## src/rtl/core/clsa_pkg.sv

```systemverilog
package clsa_pkg;

  localparam int CAL_REGS = 3;
  localparam int CFG_IDX_W = 2;
  localparam logic [CFG_IDX_W-1:0] REG_CAL0 = 2'd0;
  localparam logic [CFG_IDX_W-1:0] REG_WINDOW = 2'd3;
  localparam logic [63:0] CAL_RESET = 64'd2748779074560;
  localparam logic [4:0] WINDOW_RESET = 5'd10;
  localparam logic signed [31:0] SPAN_ERR_VALUE = -32'sd65470464;
  localparam int ZERO_BAND = 656;
  localparam int CURRENT_DIV = 183;

  typedef struct packed {
    logic        valid_ch;
    logic [2:0]  channel;
    logic [12:0] raw;
    logic [63:0] cal;
  } clsa_req_t;

endpackage

```

## src/rtl/core/clsa_ram.sv

```systemverilog
module clsa_ram #(
  parameter int WIDTH = 32,
  parameter int DEPTH = 64
) (
  input  logic                     clk,
  input  logic                     we,
  input  logic [$clog2(DEPTH)-1:0] waddr,
  input  logic [WIDTH-1:0]         wdata,
  input  logic [$clog2(DEPTH)-1:0] raddr,
  output logic [WIDTH-1:0]         rdata
);

  logic [WIDTH-1:0] mem [DEPTH];

  always_ff @(posedge clk) begin
    if (we) begin
      mem[waddr] <= wdata;
    end
    rdata <= mem[raddr];
  end

endmodule

```

## src/rtl/core/clsa_front.sv

```systemverilog
module clsa_front import clsa_pkg::*; #(
  parameter int CHANNELS = 3
) (
  input  logic        clk,
  input  logic        rst_n,
  input  logic        in_push,
  output logic        in_full,
  input  logic [1:0]  in_channel,
  input  logic [15:0] in_shunt_word,
  input  logic [63:0] cal0,
  input  logic [63:0] cal1,
  input  logic [63:0] cal2,
  output logic        q_valid,
  output clsa_req_t   q_req,
  input  logic        q_take
);

  clsa_req_t buf_r [2];
  logic [1:0] cnt_r;
  logic       rd_r, wr_r;
  clsa_req_t  req;
  logic       acc;

  always_comb begin
    req.channel = {1'b0, in_channel};
    req.raw = in_shunt_word[15:3];
    req.valid_ch = (int'(in_channel) < CHANNELS) && (int'(in_channel) < CAL_REGS);
    case (in_channel)
      2'd0: req.cal = cal0;
      2'd1: req.cal = cal1;
      2'd2: req.cal = cal2;
      default: req.cal = '0;
    endcase
  end

  assign in_full = (cnt_r == 2'd2);
  assign acc = in_push && !in_full;
  assign q_valid = (cnt_r != 2'd0);
  assign q_req = buf_r[rd_r];

  always_ff @(posedge clk) begin
    if (acc) begin
      buf_r[wr_r] <= req;
    end
    if (!rst_n) begin
      cnt_r <= '0;
      rd_r <= 1'b0;
      wr_r <= 1'b0;
    end else begin
      if (acc) begin
        wr_r <= !wr_r;
      end
      if (q_take) begin
        rd_r <= !rd_r;
      end
      cnt_r <= cnt_r + {1'b0, acc} - {1'b0, q_take};
    end
  end

endmodule

```

## src/rtl/core/clsa_back.sv

```systemverilog
module clsa_back import clsa_pkg::*; #(
  parameter int MAX_WINDOW = 16,
  parameter int CHANNELS = 3
) (
  input  logic               clk,
  input  logic               rst_n,
  input  logic [4:0]         window_len,
  input  logic               q_valid,
  input  clsa_req_t          q_req,
  output logic               q_take,
  output logic               out_empty,
  input  logic               out_pop,
  output logic [12:0]        out_shunt_count,
  output logic signed [31:0] out_magnitude,
  output logic signed [31:0] out_average,
  output logic               out_span_error
);

  localparam int WW = $clog2(MAX_WINDOW + 1);
  localparam int PW = (MAX_WINDOW > 1) ? $clog2(MAX_WINDOW) : 1;
  localparam int CW = (CHANNELS > 1) ? $clog2(CHANNELS) : 1;
  localparam int DEPTH = CHANNELS * MAX_WINDOW;
  localparam int AW = $clog2(DEPTH);

  typedef enum logic [3:0] {
    S_IDLE, S_CLR, S_MUL1, S_MUL2, S_ABS, S_DIV, S_FIX, S_WR, S_SUM, S_SUMW, S_AVG, S_OUT
  } state_t;

  state_t state_r;
  clsa_req_t req_r;
  logic [AW-1:0] clr_r;
  logic signed [31:0] dif_r;
  logic signed [31:0] mdif_r;
  logic signed [63:0] num_r;
  logic [63:0] nabs_r, quo_r, rem_r;
  logic [31:0] den_r;
  logic neg_r;
  logic [6:0] it_r;
  logic signed [63:0] x_r;
  logic err_r;
  logic [WW-1:0] len_r;
  logic [PW-1:0] pos_r [CHANNELS];
  logic [PW-1:0] wpos_r;
  logic [WW-1:0] idx_r;
  logic signed [39:0] sum_r;
  logic [12:0] o_raw_r;
  logic signed [31:0] o_mag_r, o_avg_r;
  logic o_err_r, o_full_r;

  logic ram_we;
  logic [AW-1:0] ram_wa, ram_ra;
  logic [31:0] ram_wd, ram_rd;

  clsa_ram #(.WIDTH(32), .DEPTH(DEPTH)) u_ram (
    .clk(clk), .we(ram_we), .waddr(ram_wa), .wdata(ram_wd), .raddr(ram_ra), .rdata(ram_rd)
  );

  logic [CW-1:0] ch;
  logic [WW-1:0] eff_len;
  logic [7:0] imin, imax;
  logic signed [15:0] mmin, mmax, offs;
  logic [15:0] dspan;
  logic [64:0] trial;
  logic signed [63:0] xadj;
  logic signed [63:0] xsat;
  logic [39:0] sabs;

  assign ch = q_req.channel[CW-1:0];
  assign imin = req_r.cal[7:0];
  assign imax = req_r.cal[15:8];
  assign mmin = req_r.cal[31:16];
  assign mmax = req_r.cal[47:32];
  assign offs = req_r.cal[63:48];
  assign dspan = {8'd0, imax} - {8'd0, imin};

  always_comb begin
    if (window_len == 5'd0) eff_len = WW'(1);
    else if (int'(window_len) > MAX_WINDOW) eff_len = WW'(MAX_WINDOW);
    else eff_len = WW'(window_len);
  end

  assign trial = {rem_r, nabs_r[63]} - {33'd0, den_r};
  assign xadj = (neg_r ? -$signed(quo_r) : $signed(quo_r))
              + 64'($signed({{48{mmin[15]}}, mmin}) + $signed({{48{offs[15]}}, offs})) * 1024;
  always_comb begin
    xsat = x_r;
    if (x_r > -64'sd656 && x_r < 64'sd656) xsat = '0;
    else if (x_r > 64'sd2147483647) xsat = 64'sd2147483647;
    else if (x_r < -64'sd2147483648) xsat = -64'sd2147483648;
  end
  assign sabs = sum_r[39] ? -sum_r : sum_r;

  always_comb begin
    ram_we = 1'b0;
    ram_wa = clr_r;
    ram_wd = '0;
    if (state_r == S_CLR) begin
      ram_we = 1'b1;
    end else if (state_r == S_WR) begin
      ram_we = 1'b1;
      ram_wa = AW'(int'(req_r.channel[CW-1:0]) * MAX_WINDOW + int'(wpos_r));
      ram_wd = xsat[31:0];
    end
    ram_ra = AW'(int'(req_r.channel[CW-1:0]) * MAX_WINDOW + int'(idx_r[PW-1:0]));
  end

  assign q_take = (state_r == S_IDLE) && q_valid && !o_full_r;
  assign out_empty = !o_full_r;
  assign out_shunt_count = o_raw_r;
  assign out_magnitude = o_mag_r;
  assign out_average = o_avg_r;
  assign out_span_error = o_err_r;

  always_ff @(posedge clk) begin
    if (!rst_n) begin
      state_r <= S_CLR;
      clr_r <= '0;
      o_full_r <= 1'b0;
      for (int i = 0; i < CHANNELS; i++) pos_r[i] <= '0;
    end else begin
      if (out_pop && o_full_r) o_full_r <= 1'b0;
      case (state_r)
        S_CLR: begin
          clr_r <= clr_r + AW'(1);
          if (int'(clr_r) == DEPTH - 1) state_r <= S_IDLE;
        end
        S_IDLE: begin
          if (q_take) begin
            req_r <= q_req;
            len_r <= eff_len;
            if (!q_req.valid_ch || int'(ch) >= CHANNELS) begin
              o_raw_r <= q_req.raw;
              o_mag_r <= '0;
              o_avg_r <= '0;
              o_err_r <= 1'b0;
              o_full_r <= 1'b1;
            end else begin
              wpos_r <= (WW'(pos_r[ch]) >= eff_len) ? '0 : pos_r[ch];
              state_r <= S_MUL1;
            end
          end
        end
        S_MUL1: begin
          dif_r <= $signed({19'd0, req_r.raw}) - $signed({24'd0, imin}) * CURRENT_DIV;
          mdif_r <= 32'($signed(mmax) - $signed(mmin)) * 1024;
          den_r <= {16'd0, dspan} * CURRENT_DIV;
          state_r <= S_MUL2;
        end
        S_MUL2: begin
          num_r <= 64'(dif_r) * 64'(mdif_r);
          it_r <= '0;
          rem_r <= '0;
          if (dspan == 16'd0) begin
            err_r <= 1'b1;
            x_r <= 64'(SPAN_ERR_VALUE);
            state_r <= S_WR;
          end else begin
            err_r <= 1'b0;
            state_r <= S_ABS;
          end
        end
        S_ABS: begin
          neg_r <= num_r[63];
          nabs_r <= num_r[63] ? -num_r : num_r;
          state_r <= S_DIV;
        end
        S_DIV: begin
          nabs_r <= {nabs_r[62:0], 1'b0};
          if (!trial[64]) begin
            rem_r <= trial[63:0];
            quo_r <= {quo_r[62:0], 1'b1};
          end else begin
            rem_r <= {rem_r[62:0], nabs_r[63]};
            quo_r <= {quo_r[62:0], 1'b0};
          end
          it_r <= it_r + 7'd1;
          if (it_r == 7'd63) state_r <= S_FIX;
        end
        S_FIX: begin
          x_r <= xadj;
          state_r <= S_WR;
        end
        S_WR: begin
          pos_r[req_r.channel[CW-1:0]] <= (WW'(wpos_r) + WW'(1) >= len_r) ? '0
                                          : PW'(wpos_r + PW'(1));
          idx_r <= '0;
          sum_r <= '0;
          state_r <= S_SUM;
        end
        S_SUM: begin
          idx_r <= idx_r + WW'(1);
          state_r <= S_SUMW;
        end
        S_SUMW: begin
          sum_r <= sum_r + 40'(signed'(ram_rd));
          if (idx_r == len_r) begin
            nabs_r <= '0;
            state_r <= S_AVG;
            it_r <= '0;
            rem_r <= '0;
          end else begin
            idx_r <= idx_r + WW'(1);
          end
        end
        S_AVG: begin
          if (it_r == 7'd0) begin
            neg_r <= sum_r[39];
            nabs_r <= {sabs, 24'd0};
            den_r <= 32'(len_r);
            it_r <= 7'd1;
          end else begin
            nabs_r <= {nabs_r[62:0], 1'b0};
            if (!trial[64]) begin
              rem_r <= trial[63:0];
              quo_r <= {quo_r[62:0], 1'b1};
            end else begin
              rem_r <= {rem_r[62:0], nabs_r[63]};
              quo_r <= {quo_r[62:0], 1'b0};
            end
            it_r <= it_r + 7'd1;
            if (it_r == 7'd40) state_r <= S_OUT;
          end
        end
        S_OUT: begin
          if (!o_full_r) begin
            o_raw_r <= req_r.raw;
            o_mag_r <= xsat[31:0];
            o_avg_r <= neg_r ? -quo_r[31:0] : quo_r[31:0];
            o_err_r <= err_r;
            o_full_r <= 1'b1;
            state_r <= S_IDLE;
          end
        end
        default: state_r <= S_IDLE;
      endcase
    end
  end

  assert property (@(posedge clk) disable iff (!rst_n)
    q_take |-> state_r == S_IDLE) else $error("take outside idle");
  assert property (@(posedge clk) disable iff (!rst_n)
    (state_r == S_DIV) |-> den_r != '0) else $error("zero divisor");
  assert property (@(posedge clk) disable iff (!rst_n)
    (state_r == S_SUMW) |-> idx_r <= len_r) else $error("sum index overrun");

endmodule

```

## src/rtl/core/current_loop_scale_average_top.sv

```systemverilog
// After accept the back end multiplies, runs a 64-step quotient divider, writes the sample,
// then sums the L entries of the window (L = effective window length) and runs an averaging divider.
// Zero span skips the quotient divider; an invalid channel's result is registered at accept.
// The back end holds one request at a time and takes the next only when idle and its output register is empty.
// Reset (synchronous, rst_n low) loads calibration defaults and then clears all
// CHANNELS*MAX_WINDOW entries of the sample RAM, one entry a cycle; requests queue meanwhile.
module current_loop_scale_average_top import clsa_pkg::*; #(
  parameter int MAX_WINDOW = 16,
  parameter int CHANNELS = 3
) (
  input  logic               clk,
  input  logic               rst_n,
  input  logic               cfg_we,
  input  logic [1:0]         cfg_index,
  input  logic [63:0]        cfg_data,
  input  logic               in_push,
  output logic               in_full,
  input  logic [1:0]         in_channel,
  input  logic [15:0]        in_shunt_word,
  output logic               out_empty,
  input  logic               out_pop,
  output logic [12:0]        out_shunt_count,
  output logic signed [31:0] out_magnitude,
  output logic signed [31:0] out_average,
  output logic               out_span_error
);

  logic [63:0] cal_r [CAL_REGS];
  logic [4:0]  win_r;
  logic        q_valid, q_take;
  clsa_req_t   q_req;

  always_ff @(posedge clk) begin
    if (!rst_n) begin
      for (int i = 0; i < CAL_REGS; i++) cal_r[i] <= CAL_RESET;
      win_r <= WINDOW_RESET;
    end else if (cfg_we) begin
      if (cfg_index == REG_WINDOW) win_r <= cfg_data[4:0];
      else cal_r[cfg_index] <= cfg_data;
    end
  end

  clsa_front #(.CHANNELS(CHANNELS)) u_front (
    .clk, .rst_n, .in_push, .in_full, .in_channel, .in_shunt_word,
    .cal0(cal_r[0]), .cal1(cal_r[1]), .cal2(cal_r[2]),
    .q_valid, .q_req, .q_take
  );

  clsa_back #(.MAX_WINDOW(MAX_WINDOW), .CHANNELS(CHANNELS)) u_back (
    .clk, .rst_n, .window_len(win_r), .q_valid, .q_req, .q_take,
    .out_empty, .out_pop, .out_shunt_count, .out_magnitude, .out_average, .out_span_error
  );

endmodule

```

## config.mk

```make
export PLATFORM = sky130hd
export DESIGN_NAME = current_loop_scale_average_top
export DESIGN_NICKNAME = d
export VERILOG_FILES = /design/src/rtl/core/clsa_pkg.sv /design/src/rtl/core/clsa_ram.sv /design/src/rtl/core/clsa_front.sv /design/src/rtl/core/clsa_back.sv /design/src/rtl/core/current_loop_scale_average_top.sv
export SDC_FILE = /design/constraint.sdc
export NUM_CORES = 2
export LEC_CHECK = 0
export BUFFER_PORTS_ARGS = -buffer_cell sky130_fd_sc_hd__buf_2
export CAP_MARGIN = 20
export CORE_MARGIN = 4
export CORE_UTILIZATION = 29
export CTS_CLUSTER_DIAMETER = 30
export DETAILED_ROUTE_END_ITERATION = 7
export PLACE_DENSITY = 0.48
export SYNTH_ARGS = -nofsm -noshare
export SYNTH_HDL_FRONTEND = slang
export SYNTH_HIERARCHICAL = 1
export SYNTH_SLANG_ARGS = --single-unit
```

## constraint.sdc

```tcl
create_clock -name clk -period 10.55 [get_ports clk]
set_input_delay 1.055 -clock clk [delete_from_list [all_inputs] [get_ports clk]]
set_output_delay 1.055 -clock clk [all_outputs]
set_load 0.02 [all_outputs]
```

[After elaboration in Yosys (flattened, before gate mapping)]
Memories as Yosys holds them, arrays and structs flattened. A register that Yosys moved wholly into a read port is not among the register bits.
Index checks and enable logic that the tools add are counted.
Cells by class
  reductions and logical operators: 44
  multiply operators: 3
  multiplexer cells: 87
  order comparisons: 9
  bitwise logic cells: 1
  equal/unequal tests: 31
  add/subtract/negate cells: 20
Operators by type and width (number)
  64-bit two-way mux: 9
  64-bit case mux with 4 select lines: 2
  32-bit two-way mux: 11
  64-bit case mux with 2 select lines: 2
  32-bit case mux with 2 select lines: 3
  64-bit case mux with 3 select lines: 1
  64-bit negation: 2
  40-bit case mux with 2 select lines: 1
  65-bit by 32-bit subtractor with 65-bit output: 1
  64-bit adder: 1
  64-bit by 11-bit greater-than comparator with 1-bit output (second input constant): 1
  64-bit by 32-bit greater-than comparator with 1-bit output (second input constant): 1
  64-bit by 11-bit less-than comparator with 1-bit output (second input constant): 1
  64-bit by 32-bit less-than comparator with 1-bit output (second input constant): 1
  64-bit OR reduction: 1
  32-bit by 17-bit multiplier with 49-bit output: 1
  4-bit case mux with 12 select lines: 1
  40-bit by 32-bit adder with 40-bit output: 1
  4-bit two-way mux: 10
  40-bit two-way mux: 1
  40-bit negation: 1
  13-bit two-way mux: 3
  32-bit negation: 1
  14-bit by 32-bit subtractor with 32-bit output: 1
  other kinds (56): 137
Word-level totals
  memories kept: 4
  memory bits (writable): 1900
  output and inout bits: 80
  bits in registers: 631
  input bits: 89
Memory list
  u_back.u_ram.mem: words 48, bits a word 32, read ports 1, clocked after memory_dff 1, wr ports 1, RTL line clsa_ram.sv:13  | logic [WIDTH-1:0] mem [DEPTH];
  cal_r: words 3, bits a word 64, read ports 3, clocked after memory_dff 0, wr ports 3, RTL line current_loop_scale_average_top.sv:28  | logic [63:0] cal_r [CAL_REGS];
  u_front.buf_r: words 2, bits a word 80, read ports 1, clocked after memory_dff 1, wr ports 1, RTL line clsa_front.sv:18  | clsa_req_t buf_r [2];
  u_back.pos_r: words 3, bits a word 4, read ports 1, clocked after memory_dff 0, wr ports 3, RTL line clsa_back.sv:42  | logic [PW-1:0] pos_r [CHANNELS];

[Logic depth before layout (Yosys ltp)]
  word-level depth: 7
  gate-level depth with buffers: 26
  mapped depth without buffers: 26

[By module]
The synthesis kept the hierarchy.
By module, submodules not included
  clsa_ram: cells an instance 2909, area an instance 60142.7 um^2, seq. area each 46764.9 um^2, times used 1
  clsa_back: cells an instance 4737, area an instance 47837.1 um^2, seq. area each 17336.6 um^2, times used 1
  clsa_front: cells an instance 490, area an instance 7472.2 um^2, seq. area each 4904.7 um^2, times used 1
  current_loop_scale_average_top: cells an instance 508, area an instance 7408.4 um^2, seq. area each 5865.6 um^2, times used 1

[Worst setup path after synthesis]
OpenSTA, ideal clock, no wires.
  path type: reg2reg
  start point: register with a tool-made name
  end point: register u_back.o_avg_r[0], in the netlist u_back/out_average[0], enable pin
  period minus slack after synthesis: 10.104 ns
  data arrival time: 9.371 ns
  cell stages (with the launch flop): 9
  path buffers: 3
  required time: 9.816 ns
  library setup time: 0.734 ns
  slack: 0.446 ns
  cells stage by stage: dfxtp_1 > buf_2 > buf_2 > mux2_2 > clkbuf_1 > nand2_1 > nand2_1 > a32oi_1 > nor4b_1
RTL lines
  end signal: assignment: RTL line clsa_back.sv:228  | o_avg_r <= neg_r ? -quo_r[31:0] : quo_r[31:0];
  end: declaration: RTL line clsa_back.sv:47  | logic signed [31:0] o_mag_r, o_avg_r;

[Worst setup path in the final report]
  start point: register, netlist name u_back/mdif_r[26]
  end point: register u_back.num_r[43] (data pin)
Between the ends
  word-level cells in the longest chain between the ends: 1
Ends and longest elaborated chain
  32-bit by 17-bit multiplier with 49-bit output: RTL line clsa_back.sv:150  | num_r <= 64'(dif_r) * 64'(mdif_r);
  end signal: assignment: RTL line clsa_back.sv:150
  end: declaration: RTL line clsa_back.sv:34  | logic signed [63:0] num_r;
Every way passes these cells.
A chain may end at the register's enable or synchronous reset.

==> impl_metrics.py <==
metrics = {
    "power_and_ir_drop": {
        "p_leak_nw": 52.19,
        "p_per_area_nw_per_um2": 186.0,
        "irDropWorstVdd_v": 0.0001570,
    },
    "floorplanning": {
        "start_util_pct": 29.18,
        "io-pin-count": 169,
        "dieArea_um2": 434100,
        "core-area_um2": 421100,
        "die_w_um": 658.9,
        "die_height_um": 658.9,
        "fp-row-count": 238,
    },
    "cts": {
        "cts_buffers": 537,
        "clock_sink_count": 2511,
        "worstSkewPairLatency_ns": 0.99,
        "post_cts_buffers": 0,
        "cts_buffer_depth": 4,
        "htree_levels": 6,
        "hold_buffers": 0,
        "cts_root_buf": "clkbuf_16",
        "cts_resized": 0,
        "cts_tree": "done",
        "clk_pin_slew_ns": 0.05,
    },
    "cells_and_area": {
        "syn2layout_area_growth_pct": 21.09,
        "final_cells": 15190,
        "utilization_pct": 35.33,
        "final_layout_size_suffix_gt1_share_pct": 16.84,
        "fin_nets": 9919,
    },
    "global_route": {
        "grt_max_degree": 115,
        "use_met3_pct": 2.484,
        "grt_pass1_wl_um": 503500,
        "grtUsageTotal_pct": 15.35,
        "gr-usage-met2_pct": 25.64,
        "use_met1_pct": 20.41,
        "top_usage_layer": "met2",
        "grt_pass1_vias": 77340,
        "antenna_found_initial": 26,
        "grt.overflow.total": 0,
    },
    "critical_path": {
        "crit_path_start_kind": "flop",
        "cp_top_family": "adder cells",
        "worstPathArrival_ns": 8.45,
        "critPathSlowestCell": "fa_1",
        "reg2reg_from": "u_back/mdif_r[26]",
        "r2r_end": "u_back/num_r[43]",
        "cp_num_buf_inv": 3,
        "max_stage_delay_ns": 0.56,
        "crit_type": "flop to flop",
        "required_ns": 11.19,
        "path_cells": "inv_1 -> nor2_1 -> fa_1 -> fa_1 -> fa_1 -> fa_1 -> fa_1 -> inv_1 -> fa_1 -> inv_1 -> ha_1 -> and3_1 -> a221oi_1 -> or3b_2 -> o21ai_0 -> o32ai_1 -> o21ai_0 -> o21ai_0 -> a21oi_1 -> xnor2_1",
        "crit_cells": 20,
        "reg2reg_depth": 20,
        "cpMostUsedCell": "fa_1",
        "end_kind": "flop",
        "crit_path_max_fanout": 14,
        "crit_start": "u_back/mdif_r[26]",
        "cp-endpoint": "u_back/num_r[43]",
        "reg2reg_slack_ns": 2.73,
    },
    "flow_run": {
        "max_cap_viol_count": 0,
    },
    "sta": {
        "layout_min_cycle_time_ns": 7.819,
        "hold_viol_final": 0,
        "worst_clock_skew_ns": 0.1079,
        "slew_viol_final": 0,
        "rsz0062_at_grt": "false",
        "final.period_utilization_pct": 74.11,
        "max_freq_ghz": 0.1279,
        "setup_ws_ns": 2.731,
        "tightestPinTransition_ns": 1.177,
        "setup_viol": 0,
        "finalSetupTns_ns": 0,
        "whs_ns": 0.3036,
        "slew-limit-headroom_pct": 20.69,
    },
    "synthesis": {
        "syn-num-nets": 9443,
        "yosysWarningCount": 6,
        "synth_area_um2": 122800,
        "avgSynthCellArea_um2": 14.22,
        "synthCells": 8642,
    },
    "route": {
        "drt-wirelength-per-cell_um": 22.42,
        "dr.pass1.iters": 6,
        "vias": 73920,
        "drc": 0,
        "ant_nets": 0,
        "wirelength_um": 340600,
        "viasPerCell": 4.866,
        "drtIter0Drc": 5431,
    },
    "place": {
        "dp_worst_setup_slack_ns": 2.800,
        "dpl.cell_count": 14190,
        "place_congestion": 0.8419,
        "io_buffers": 165,
        "dp_hpwl_um": 210700,
    },
    "outcome": {
        "status": "completed",
    },
    "min_path": {
        "hold_class": "input port to flop",
    },
}
==> layer usage <==
layer,vias up,wire length [µm]
li1,33310,-
met1,38220,149700
met2,1869,164500
met3,510,16960
met4,8,9470
met5,-,42
==> final cells by class <==
cell class,instances,area (µm²)
Fill cell,40530,272300
Sequential cell,2511,74880
Multi-Input combinational cell,5148,44470
Clock buffer,653,14290
Tap cell,5640,7057
Clock inverter,314,3348
Timing Repair Buffer,332,2500
Inverter,588,2207
Antenna cell,5,12.51
==> worst register-to-register path, stage by stage (launching register included) <==
cell and delay [ns]:
edfxtp_1 0.54, inv_1 0.54, nor2_1 0.16, fa_1 0.55
fa_1 0.55, fa_1 0.54, fa_1 0.52, fa_1 0.56
inv_1 0.06, fa_1 0.53, inv_1 0.04, ha_1 0.36
and3_1 0.23, a221oi_1 0.51, or3b_2 0.48, o21ai_0 0.35
o32ai_1 0.20, o21ai_0 0.34, o21ai_0 0.16, a21oi_1 0.19
xnor2_1 0.08
==> flip-flops by register name, indices dropped and copies added, names as in the netlist, 20 cells and up, named ones only <==
register and flops:
u_front/buf_r 160, u_back/out_average 32, u_back/u_ram/mem 1536, u_back/den_r 20
u_back/x_r 64, u_back/nabs_r 54, u_back/u_ram/rdata 32, cal_r 192
u_back/rem_r 64, u_back/quo_r 64, u_back/sum_r 40, u_back/num_r 34
u_back/out_magnitude 32
==> cells in the final DEF, fill, tap and decap left out, drive strengths merged, types with 69 or more instances in the layout <==
cell type / count
a22oi: 142
mux2i: 605
clkbuf: 653
buf: 332
nand2: 550
nor2: 565
and2: 222
inv: 624
mux4: 164
xnor2: 212
o21ai: 300
nor3: 73
clkinv: 194
ha: 348
a221oi: 69
nand3: 122
a21o: 103
a21oi: 291
xor2: 142
mux2: 83
edfxtp: 2458
fa: 364
==> where the power goes <==
| part | switching, mW | internal [mW] | total [mW] |
|---|---|---|---|
| combinational | 0.273 | 0.113 | 0.386 |
| sequential | 0.0414 | 11.1 | 11.1 |
| clock | 5.31 | 10.9 | 16.2 |
| total | 5.63 | 22.0 | 27.7 |
==> stage by stage <==
stage          total power, mW  area, µm²
2_1_floorplan            11.49     122800
3_3_place_gp             11.65     130500
3_5_place_dp             11.66     130500
4_1_cts                  28.00     148200
5_1_grt                  28.57     148700
6_report                 27.67     148800
==> worst min-delay path by stage <==
stage	from	endpoint	slack (ns)	cells past startpoint
6_report	in_shunt_word[9]	u_front/buf_r[0][70]	0.30	1
3_3_place_gp	u_back/quo_r[11]	u_back/quo_r[12]	0.48	0
5_1_grt	in_shunt_word[9]	u_front/buf_r[0][70]	0.25	1
4_1_cts	in_shunt_word[9]	u_front/buf_r[0][70]	0.21	1
2_1_floorplan	win_r[0]	win_r[0]	0.44	2
3_5_place_dp	u_back/quo_r[1]	u_back/quo_r[2]	0.48	0
No activity file was read; power rests on OpenSTA's default activity.
